$ cat config.mk
export PLATFORM = sky130hd
export DESIGN_NAME = lifetime_buffer_allocator_top_flat
export DESIGN_NICKNAME = d
export VERILOG_FILES = /design/src/design/lba_pkg.sv /design/src/design/lba_chan_if.sv /design/src/design/lba_mem.sv /design/src/design/lba_ctrl.sv /design/src/design/lifetime_buffer_allocator_top.sv /design/src/flat_wrapper.sv
export VERILOG_INCLUDE_DIRS = /design/src /design/src/design
export SDC_FILE = /design/constraint.sdc
export NUM_CORES = 1
export LEC_CHECK = 0
export BUFFER_PORTS_ARGS = -buffer_cell sky130_fd_sc_hd__buf_2
export CORE_MARGIN = 2
export CORE_UTILIZATION = 45
export DETAILED_ROUTE_END_ITERATION = 10
export HOLD_SLACK_MARGIN = 0.03
export PLACE_DENSITY_LB_ADDON = 0.1
export SYNTH_ARGS = -nofsm -noshare
export SYNTH_HDL_FRONTEND = slang
export SYNTH_SLANG_ARGS = --single-unit
$ cat constraint.sdc
create_clock -name clk -period 11.5 [get_ports clk]
set_input_delay 2.3 -clock clk [delete_from_list [all_inputs] [get_ports clk]]
set_output_delay 2.3 -clock clk [all_outputs]
set_load 0.01 [all_outputs]
$ cat src/design/lifetime_buffer_allocator_top_assert.svh
// ---------------------------------------------------------------------------
// lifetime buffer allocator assertion macros
// concurrent checks, compiled out for synthesis
// ---------------------------------------------------------------------------
`ifndef LIFETIME_BUFFER_ALLOCATOR_TOP_ASSERT_SVH
`define LIFETIME_BUFFER_ALLOCATOR_TOP_ASSERT_SVH

`ifndef SYNTHESIS
`define LBA_ASSERT_IMPL(lbl, ante, cons) \
  lbl: assert property (@(posedge clk) disable iff (!rst_n) (ante) |-> (cons)) \
    else $error("lba check failed");
`define LBA_ASSERT_NEXT(lbl, ante, cons) \
  lbl: assert property (@(posedge clk) disable iff (!rst_n) (ante) |=> (cons)) \
    else $error("lba check failed");
`else
`define LBA_ASSERT_IMPL(lbl, ante, cons)
`define LBA_ASSERT_NEXT(lbl, ante, cons)
`endif

`endif

$ cat src/design/lba_pkg.sv
// ---------------------------------------------------------------------------
// lba_pkg
// types and constants shared by the lifetime buffer allocator
// ---------------------------------------------------------------------------
package lba_pkg;

  localparam int ACTION_W   = 2;
  localparam int UNIT_W     = 15;
  localparam int TGT_W      = 6;
  localparam int GRANT_W    = 6;
  localparam int COUNT_W    = 7;
  // widest table address over the supported depth range
  localparam int ADDR_MAX_W = 10;

  localparam logic [ACTION_W-1:0] ACT_ALLOC = 2'd0;
  localparam logic [ACTION_W-1:0] ACT_SET   = 2'd1;
  localparam logic [ACTION_W-1:0] ACT_CLEAR = 2'd2;

  typedef struct packed {
    logic [ACTION_W-1:0] action;
    logic [UNIT_W-1:0]   unit_index;
    logic                allow_alias;
    logic [TGT_W-1:0]    target_buffer;
  } lba_req_t;

  typedef struct packed {
    logic [GRANT_W-1:0] granted_buffer;
    logic [COUNT_W-1:0] used_buffers;
    logic               table_full;
  } lba_rsp_t;

  typedef struct packed {
    logic                  en;
    logic [ADDR_MAX_W-1:0] addr;
    logic [UNIT_W-1:0]     data;
  } lba_mem_wr_t;

  typedef struct packed {
    logic                  en;
    logic [ADDR_MAX_W-1:0] addr;
  } lba_mem_rd_t;

endpackage

$ cat src/design/lba_chan_if.sv
// ---------------------------------------------------------------------------
// lba_chan_if
// valid/ready channel carrying one item of a given payload type
// ---------------------------------------------------------------------------
interface lba_chan_if #(
  parameter type payload_t = logic
);
  logic     valid;
  logic     ready;
  payload_t data;

  modport source (output valid, output data, input ready);
  modport sink   (input valid, input data, output ready);
endinterface

$ cat src/design/lba_mem.sv
// ---------------------------------------------------------------------------
// lba_mem
// last-use table: one write port, one read port, registered read data
// ---------------------------------------------------------------------------
module lba_mem
  import lba_pkg::*;
#(
  parameter int DEPTH = 64
) (
  input  logic              clk,
  input  lba_mem_wr_t       wr,
  input  lba_mem_rd_t       rd,
  output logic [UNIT_W-1:0] rd_data
);

  localparam int IW = $clog2(DEPTH);

  logic [UNIT_W-1:0] mem [DEPTH];
  logic [UNIT_W-1:0] rd_data_r;

  always_ff @(posedge clk) begin
    if (wr.en) begin
      mem[IW'(wr.addr)] <= wr.data;
    end
  end

  always_ff @(posedge clk) begin
    if (rd.en) begin
      rd_data_r <= mem[IW'(rd.addr)];
    end
  end

  assign rd_data = rd_data_r;

endmodule

$ cat src/design/lba_ctrl.sv
// ---------------------------------------------------------------------------
// lba_ctrl
// request sequencer: table scan, append, set and clear, buffer count
// ---------------------------------------------------------------------------
`include "lifetime_buffer_allocator_top_assert.svh"

module lba_ctrl
  import lba_pkg::*;
#(
  parameter int MAX_BUFFERS = 64
) (
  input  logic              clk,
  input  logic              rst_n,
  input  logic              in_valid,
  output logic              in_ready,
  input  lba_req_t          in_data,
  output logic              res_valid,
  input  logic              res_ready,
  output lba_rsp_t          res_data,
  output lba_mem_wr_t       mem_wr,
  output lba_mem_rd_t       mem_rd,
  input  logic [UNIT_W-1:0] mem_rd_data
);

  localparam int IW = $clog2(MAX_BUFFERS);
  localparam int CW = $clog2(MAX_BUFFERS + 1);
  localparam int WW = (CW > TGT_W) ? CW : TGT_W;

  localparam logic [1:0] ST_IDLE = 2'd0;
  localparam logic [1:0] ST_SCAN = 2'd1;
  localparam logic [1:0] ST_RESP = 2'd2;

  logic [1:0]    state_r, state_nxt;
  logic [CW-1:0] total_r, total_nxt;
  logic [CW-1:0] scan_idx_r, scan_idx_nxt;
  logic          chk_valid_r, chk_valid_nxt;
  logic [IW-1:0] chk_idx_r, chk_idx_nxt;
  lba_req_t      req_r, req_nxt;
  logic [IW-1:0] grant_r, grant_nxt;
  logic          full_r, full_nxt;

  logic          hit;
  logic          target_ok;

  assign target_ok = WW'(in_data.target_buffer) < WW'(total_r);

  // compare the entry read in the previous cycle
  assign hit = chk_valid_r &&
               (req_r.allow_alias ? (mem_rd_data <= req_r.unit_index)
                                  : (mem_rd_data <  req_r.unit_index));

  always_comb begin
    state_nxt     = state_r;
    total_nxt     = total_r;
    scan_idx_nxt  = scan_idx_r;
    chk_valid_nxt = 1'b0;
    chk_idx_nxt   = chk_idx_r;
    req_nxt       = req_r;
    grant_nxt     = grant_r;
    full_nxt      = full_r;
    mem_wr        = '0;
    mem_rd        = '0;

    case (state_r)
      ST_IDLE: begin
        if (in_valid) begin
          req_nxt   = in_data;
          grant_nxt = '0;
          full_nxt  = 1'b0;
          state_nxt = ST_RESP;
          case (in_data.action)
            ACT_ALLOC: begin
              scan_idx_nxt = '0;
              state_nxt    = ST_SCAN;
            end
            ACT_SET: begin
              mem_wr.en   = target_ok;
              mem_wr.addr = ADDR_MAX_W'(in_data.target_buffer);
              mem_wr.data = in_data.unit_index;
            end
            ACT_CLEAR: begin
              total_nxt = '0;
            end
            default: begin
            end
          endcase
        end
      end
      ST_SCAN: begin
        if (hit) begin
          grant_nxt = chk_idx_r;
          full_nxt  = 1'b0;
          state_nxt = ST_RESP;
        end else if (scan_idx_r == total_r) begin
          // nothing reusable: append or report full
          if (total_r < CW'(MAX_BUFFERS)) begin
            mem_wr.en   = 1'b1;
            mem_wr.addr = ADDR_MAX_W'(total_r);
            mem_wr.data = req_r.unit_index;
            grant_nxt   = IW'(total_r);
            total_nxt   = total_r + 1'b1;
            full_nxt    = 1'b0;
          end else begin
            grant_nxt = '0;
            full_nxt  = 1'b1;
          end
          state_nxt = ST_RESP;
        end else begin
          mem_rd.en     = 1'b1;
          mem_rd.addr   = ADDR_MAX_W'(scan_idx_r);
          chk_valid_nxt = 1'b1;
          chk_idx_nxt   = IW'(scan_idx_r);
          scan_idx_nxt  = scan_idx_r + 1'b1;
        end
      end
      ST_RESP: begin
        if (res_ready) begin
          state_nxt = ST_IDLE;
        end
      end
      default: begin
        state_nxt = ST_IDLE;
      end
    endcase
  end

  always_ff @(posedge clk) begin
    if (!rst_n) begin
      state_r     <= ST_IDLE;
      total_r     <= '0;
      chk_valid_r <= 1'b0;
    end else begin
      state_r     <= state_nxt;
      total_r     <= total_nxt;
      chk_valid_r <= chk_valid_nxt;
    end
  end

  always_ff @(posedge clk) begin
    scan_idx_r <= scan_idx_nxt;
    chk_idx_r  <= chk_idx_nxt;
    req_r      <= req_nxt;
    grant_r    <= grant_nxt;
    full_r     <= full_nxt;
  end

  assign in_ready  = (state_r == ST_IDLE);
  assign res_valid = (state_r == ST_RESP);
  assign res_data  = '{granted_buffer: GRANT_W'(grant_r),
                       used_buffers:   COUNT_W'(total_r),
                       table_full:     full_r};

  `LBA_ASSERT_IMPL(a_total_bound, 1'b1, total_r <= CW'(MAX_BUFFERS))
  `LBA_ASSERT_IMPL(a_chk_in_scan, chk_valid_r, state_r == ST_SCAN)
  `LBA_ASSERT_IMPL(a_rd_in_table, mem_rd.en, scan_idx_r < total_r)
  `LBA_ASSERT_NEXT(a_clear_empties, in_valid && in_ready && in_data.action == ACT_CLEAR, total_r == '0)
  `LBA_ASSERT_IMPL(a_full_only_at_max, res_valid && full_r, total_r == CW'(MAX_BUFFERS))

endmodule

$ cat src/design/lifetime_buffer_allocator_top.sv
// ---------------------------------------------------------------------------
// lifetime_buffer_allocator_top
// buffer reuse allocator over a last-use table held in a synchronous memory
// ---------------------------------------------------------------------------
// allocate: the table is scanned one entry per cycle from buffer 0; the first
//   reusable buffer is granted, else a new buffer is appended or full is reported
// set, clear and unused codes: no table scan between accept and result
// next item taken once the result has entered the output register
// synchronous active-low reset clears the buffer count, the sequencer state and the output valid; no table clearing
module lifetime_buffer_allocator_top
  import lba_pkg::*;
#(
  parameter int MAX_BUFFERS = 64
) (
  input logic        clk,
  input logic        rst_n,
  lba_chan_if.sink   in_ch,
  lba_chan_if.source out_ch
);

  lba_req_t          in_data;
  lba_rsp_t          res_data;
  logic              res_valid;
  logic              res_ready;
  logic              in_ready;
  lba_mem_wr_t       mem_wr;
  lba_mem_rd_t       mem_rd;
  logic [UNIT_W-1:0] mem_rd_data;

  logic              out_valid_r, out_valid_nxt;
  lba_rsp_t          out_data_r;

  assign in_data     = in_ch.data;
  assign in_ch.ready = in_ready;

  lba_ctrl #(
    .MAX_BUFFERS (MAX_BUFFERS)
  ) u_ctrl (
    .clk         (clk),
    .rst_n       (rst_n),
    .in_valid    (in_ch.valid),
    .in_ready    (in_ready),
    .in_data     (in_data),
    .res_valid   (res_valid),
    .res_ready   (res_ready),
    .res_data    (res_data),
    .mem_wr      (mem_wr),
    .mem_rd      (mem_rd),
    .mem_rd_data (mem_rd_data)
  );

  lba_mem #(
    .DEPTH (MAX_BUFFERS)
  ) u_mem (
    .clk     (clk),
    .wr      (mem_wr),
    .rd      (mem_rd),
    .rd_data (mem_rd_data)
  );

  // output register takes a result whenever it is empty or being drained
  assign res_ready = !out_valid_r || out_ch.ready;

  always_comb begin
    out_valid_nxt = out_valid_r;
    if (res_valid && res_ready) begin
      out_valid_nxt = 1'b1;
    end else if (out_ch.ready) begin
      out_valid_nxt = 1'b0;
    end
  end

  always_ff @(posedge clk) begin
    if (!rst_n) begin
      out_valid_r <= 1'b0;
    end else begin
      out_valid_r <= out_valid_nxt;
    end
  end

  always_ff @(posedge clk) begin
    if (res_valid && res_ready) begin
      out_data_r <= res_data;
    end
  end

  assign out_ch.valid = out_valid_r;
  assign out_ch.data  = out_data_r;

endmodule

$ cat src/flat_wrapper.sv
// flat-port wrapper written by rule: the top's interface ports become plain ports
module lifetime_buffer_allocator_top_flat import lba_pkg::*;
#(
  parameter int MAX_BUFFERS = 64
)
  (clk, rst_n, in_ch_valid, in_ch_data, in_ch_ready, out_ch_valid, out_ch_data, out_ch_ready);
  lba_chan_if #(.payload_t(lba_req_t)) in_ch_i ();
  lba_chan_if #(.payload_t(lba_rsp_t)) out_ch_i ();
  input logic clk;
  input logic rst_n;
  input wire logic [$bits(in_ch_i.valid)-1:0] in_ch_valid;
  input wire logic [$bits(in_ch_i.data)-1:0] in_ch_data;
  output wire logic [$bits(in_ch_i.ready)-1:0] in_ch_ready;
  output wire logic [$bits(out_ch_i.valid)-1:0] out_ch_valid;
  output wire logic [$bits(out_ch_i.data)-1:0] out_ch_data;
  input wire logic [$bits(out_ch_i.ready)-1:0] out_ch_ready;
  assign in_ch_i.valid = in_ch_valid;
  assign in_ch_i.data = in_ch_data;
  assign in_ch_ready = in_ch_i.ready;
  assign out_ch_valid = out_ch_i.valid;
  assign out_ch_data = out_ch_i.data;
  assign out_ch_i.ready = out_ch_ready;
  lifetime_buffer_allocator_top #(.MAX_BUFFERS(MAX_BUFFERS)) u_core (.clk(clk), .rst_n(rst_n), .in_ch(in_ch_i), .out_ch(out_ch_i));
endmodule
==> flow_summary.yaml <==
outcome:
  status: "complete, no violations"
final_layout:
  nNetsFinal: 2571
  drive_gt1_frac: 0.189
  multi_input_area_um2: 9680
  area_growth_pct: 12.2
  ff_latch_area_um2: 31000
  nFillCells: 7441
synthesis:
  synth_nets: 2480
  avgSynthCellArea_um2: 17.1
  seq_area_frac_synth: 0.748
  ys_ff_latch: 1036
  ys.warnings.count: 0
  synth_cell_types: 82
  syn_area_um2: 41400
  synth_cells: 2430
  synth_edf_count: 1025
  async_flop_share: 0
  synth_flop_cell: "edfxtp_1"
timing:
  fmax_ghz: 0.175
  grt_setup_unrepaired: "false"
  worst_pin_slew_ns: 1.35
  hold_violations: 0
  setup_viol: 0
  period_share: 0.497
  fin_crit_ns: 5.72
  finalSetupTns_ns: 0
  slew_headroom: 0.0976
  skew_ns: 0.0296
  setup_ws_ns: 5.78
  slew_violations: 0
clock_tree:
  clk_latency_ns: 0.68
  cts_root_buffer: "clkbuf_16"
  cts.sinks: 1036
  post_cts_buffers: 0
  numCtsBuffers: 105
  path_clk_slew_ns: 0.06
  ctsHoldBuffers: 0
  cts_resized: 0
  clk_path_buf_depth: 3
  cts_tree: "done"
  ctsHtreeMaxLevel: 3
global_route:
  first_global_vias: 22600
  grt_antenna_before_repair: 5
  grt_pass1_wl_mm: 165
  grt_start_max_net_pins: 113
  track_usage: 0.245
  overflow: 0
die:
  die_area_um2: 94600
  pin_count: 44
  initial_core_util: 0.453
  die_w_um: 307
  core-area_um2: 91500
  placementRows: 111
  fp.dieH_um: 307
setup_path:
  worst_ep_required_time_ns: 11.78
  slowest_delay_ns: 1.20
  setup.worst_path.start_class: "input pin"
  slowest_stage: "nor2_1"
  cp_cell_sequence: "buf_2 > ha_1 > a21o_1 > a21o_1 > a21o_1 > a21o_1 > a211o_1 > a21oi_1 > nand2b_1 > nor2_1"
  crit_path_frequent_cell: "a21o_1"
  worstSetupPathType: "in2reg"
  critPathArrivalTime_ns: 6.00
  crit_fanout: 15
  cp-end-kind: "register"
route:
  post_drt_via_cell_ratio: 6.01
  vias: 22800
  routed_wirelength_mm: 115
  avgRoutedWirePerCell_um: 30.4
  firstDrtPassIters: 5
  antenna_left: 0
  drt_iter0_markers: 2737
  drc: 0
pwr:
  cellPowerDensity_nw_per_um2: 168
  ir_drop_mv: 0.108
  power.leakage_uw: 0.0153
place:
  io_buffers: 43
  pre_cts_slack_ns: 5.22
  gp_congestion: 0.891
  dp_hpwl_mm: 70.3
run:
  drv_cap: 0
hold_path:
  hp-class: "reg2reg"
==> sequential cells by signal (all words and copies together) (netlist names) <==
name	count
u_core.out_ch.valid	1
u_core.u_ctrl.chk_valid_r	1
u_core.u_ctrl.full_r	1
u_core.out_ch.data	14
u_core.u_ctrl.state_r	2
u_core.u_mem.mem	960
u_core.u_ctrl.total_r	7
u_core.u_mem.rd_data	15
u_core.u_ctrl.grant_r	6
u_core.u_ctrl.req_r	16
u_core.u_ctrl.scan_idx_r	7
u_core.u_ctrl.chk_idx_r	6
==> power by group <==
| part | switching (µW) | leakage (µW) | internal [µW] |
|---|---|---|---|
| logic | 213 | 0.00441 | 88.5 |
| clock network | 1430 | 0.00165 | 1930 |
| registers | 6.80 | 0.00927 | 4140 |
==> final cells by class <==
type,count,share of cell area
inverter,29,0.00239
multi-input combinational,1221,0.208
tap,1186,0.0319
clock buffer,132,0.0602
clock inverter,63,0.0124
sequential,1036,0.666
antenna,1,0.0000538
timing repair buffer,128,0.0186
==> stage by stage <==
stage | instance area (µm²) | power [µW] | hold slack, ns | cells | util
after floorplan | 41400 | 4400 | 0.400 | 2430 | -
after global placement | 43100 | 4520 | 0.406 | 3599 | 0.471
after detailed placement | 43100 | 4530 | 0.406 | 3599 | 0.471
after CTS | 46500 | 7850 | 0.419 | 3794 | 0.508
after global routing | 46500 | 8020 | 0.434 | 3795 | 0.508
final | 46500 | 7800 | 0.417 | 3796 | 0.508
==> per-layer routing <==
metal	up-vias	GRT usage	wire length [µm]
met5	-	0	13
met4	2	0.0903	4100
met3	173	0.0509	8880
met2	959	0.377	52800
met1	11800	0.346	49500
li1	9895	-	-
==> final timing paths <==
kind / from / to / slack, ns / cells past startpoint
max: in_ch_data[1] / u_core.u_mem.mem[5][7] / 5.78 / 10
min: u_core.u_ctrl.grant_r[5] / u_core.out_ch.data[13] / 0.42 / 0
max reg2reg: u_core.u_ctrl.req_r[13] / u_core.u_mem.rd_data[8] / 6.25 / 13
min reg2reg: u_core.u_ctrl.grant_r[5] / u_core.out_ch.data[13] / 0.42 / 0
==> placed cells by master (no fill, tap or decap), types with 16 or more instances in the layout <==
| master | instances |
|---|---|
| a21oi_1 | 119 |
| a221oi_1 | 57 |
| a31oi_1 | 31 |
| buf_2 | 43 |
| buf_4 | 84 |
| clkbuf_1 | 21 |
| clkbuf_16 | 106 |
| clkinv_1 | 21 |
| clkinv_2 | 22 |
| edfxtp_1 | 1025 |
| ha_1 | 22 |
| inv_1 | 26 |
| mux2_2 | 58 |
| mux2_4 | 16 |
| mux2i_1 | 97 |
| mux4_2 | 87 |
| nand2_1 | 173 |
| nor2_1 | 141 |
| nor3_1 | 17 |
| o21ai_0 | 103 |
| o221ai_1 | 33 |
| o22ai_1 | 24 |
==> kinds of logic after synthesis <==
group                    Yosys count  share of synthesized area
buffers and inverters            173                     0.0231
AO/OA/AOI/OAI                    490                     0.0786
AND/OR/NAND/NOR                  432                     0.0473
flip-flops                      1036                      0.748
multiplexers                     261                     0.0931
XOR/XNOR                          16                    0.00338
adder cells (fa/ha/maj)           22                    0.00664
==> critical path: cells and delay by family <==
family,cells,cell delay (ns)
adder cells (fa/ha/maj),1,0.30
AND/OR/NAND/NOR,2,1.83
buffers and inverters,1,0.15
AO/OA/AOI/OAI,6,1.40
==> Yosys cell counts (all sizes together), types with 11 or more instances <==
master  number  area (µm²)
and2        11        68.8
o211ai      11         115
edfxtp    1025       30800
clkbuf      58         219
buf         86         627
o21ai      126         646
mux4        87        1960
nor3        18        95.1
ha          22         275
dfxtp       11         220
nor4        15         124
o31ai       15         113
a21oi      121         613
inv         28         108
a221oi      60         544
nor2       145         544
nand3       17        97.6
mux2i       97         971
o22ai       24         150
and3        14        87.6
nand2b      11        76.3
nand2      177         684
a31oi       31         194
o32ai       11        96.3
mux2        77         927
o221ai      34         304
No activity file was read; power rests on OpenSTA's default activity.
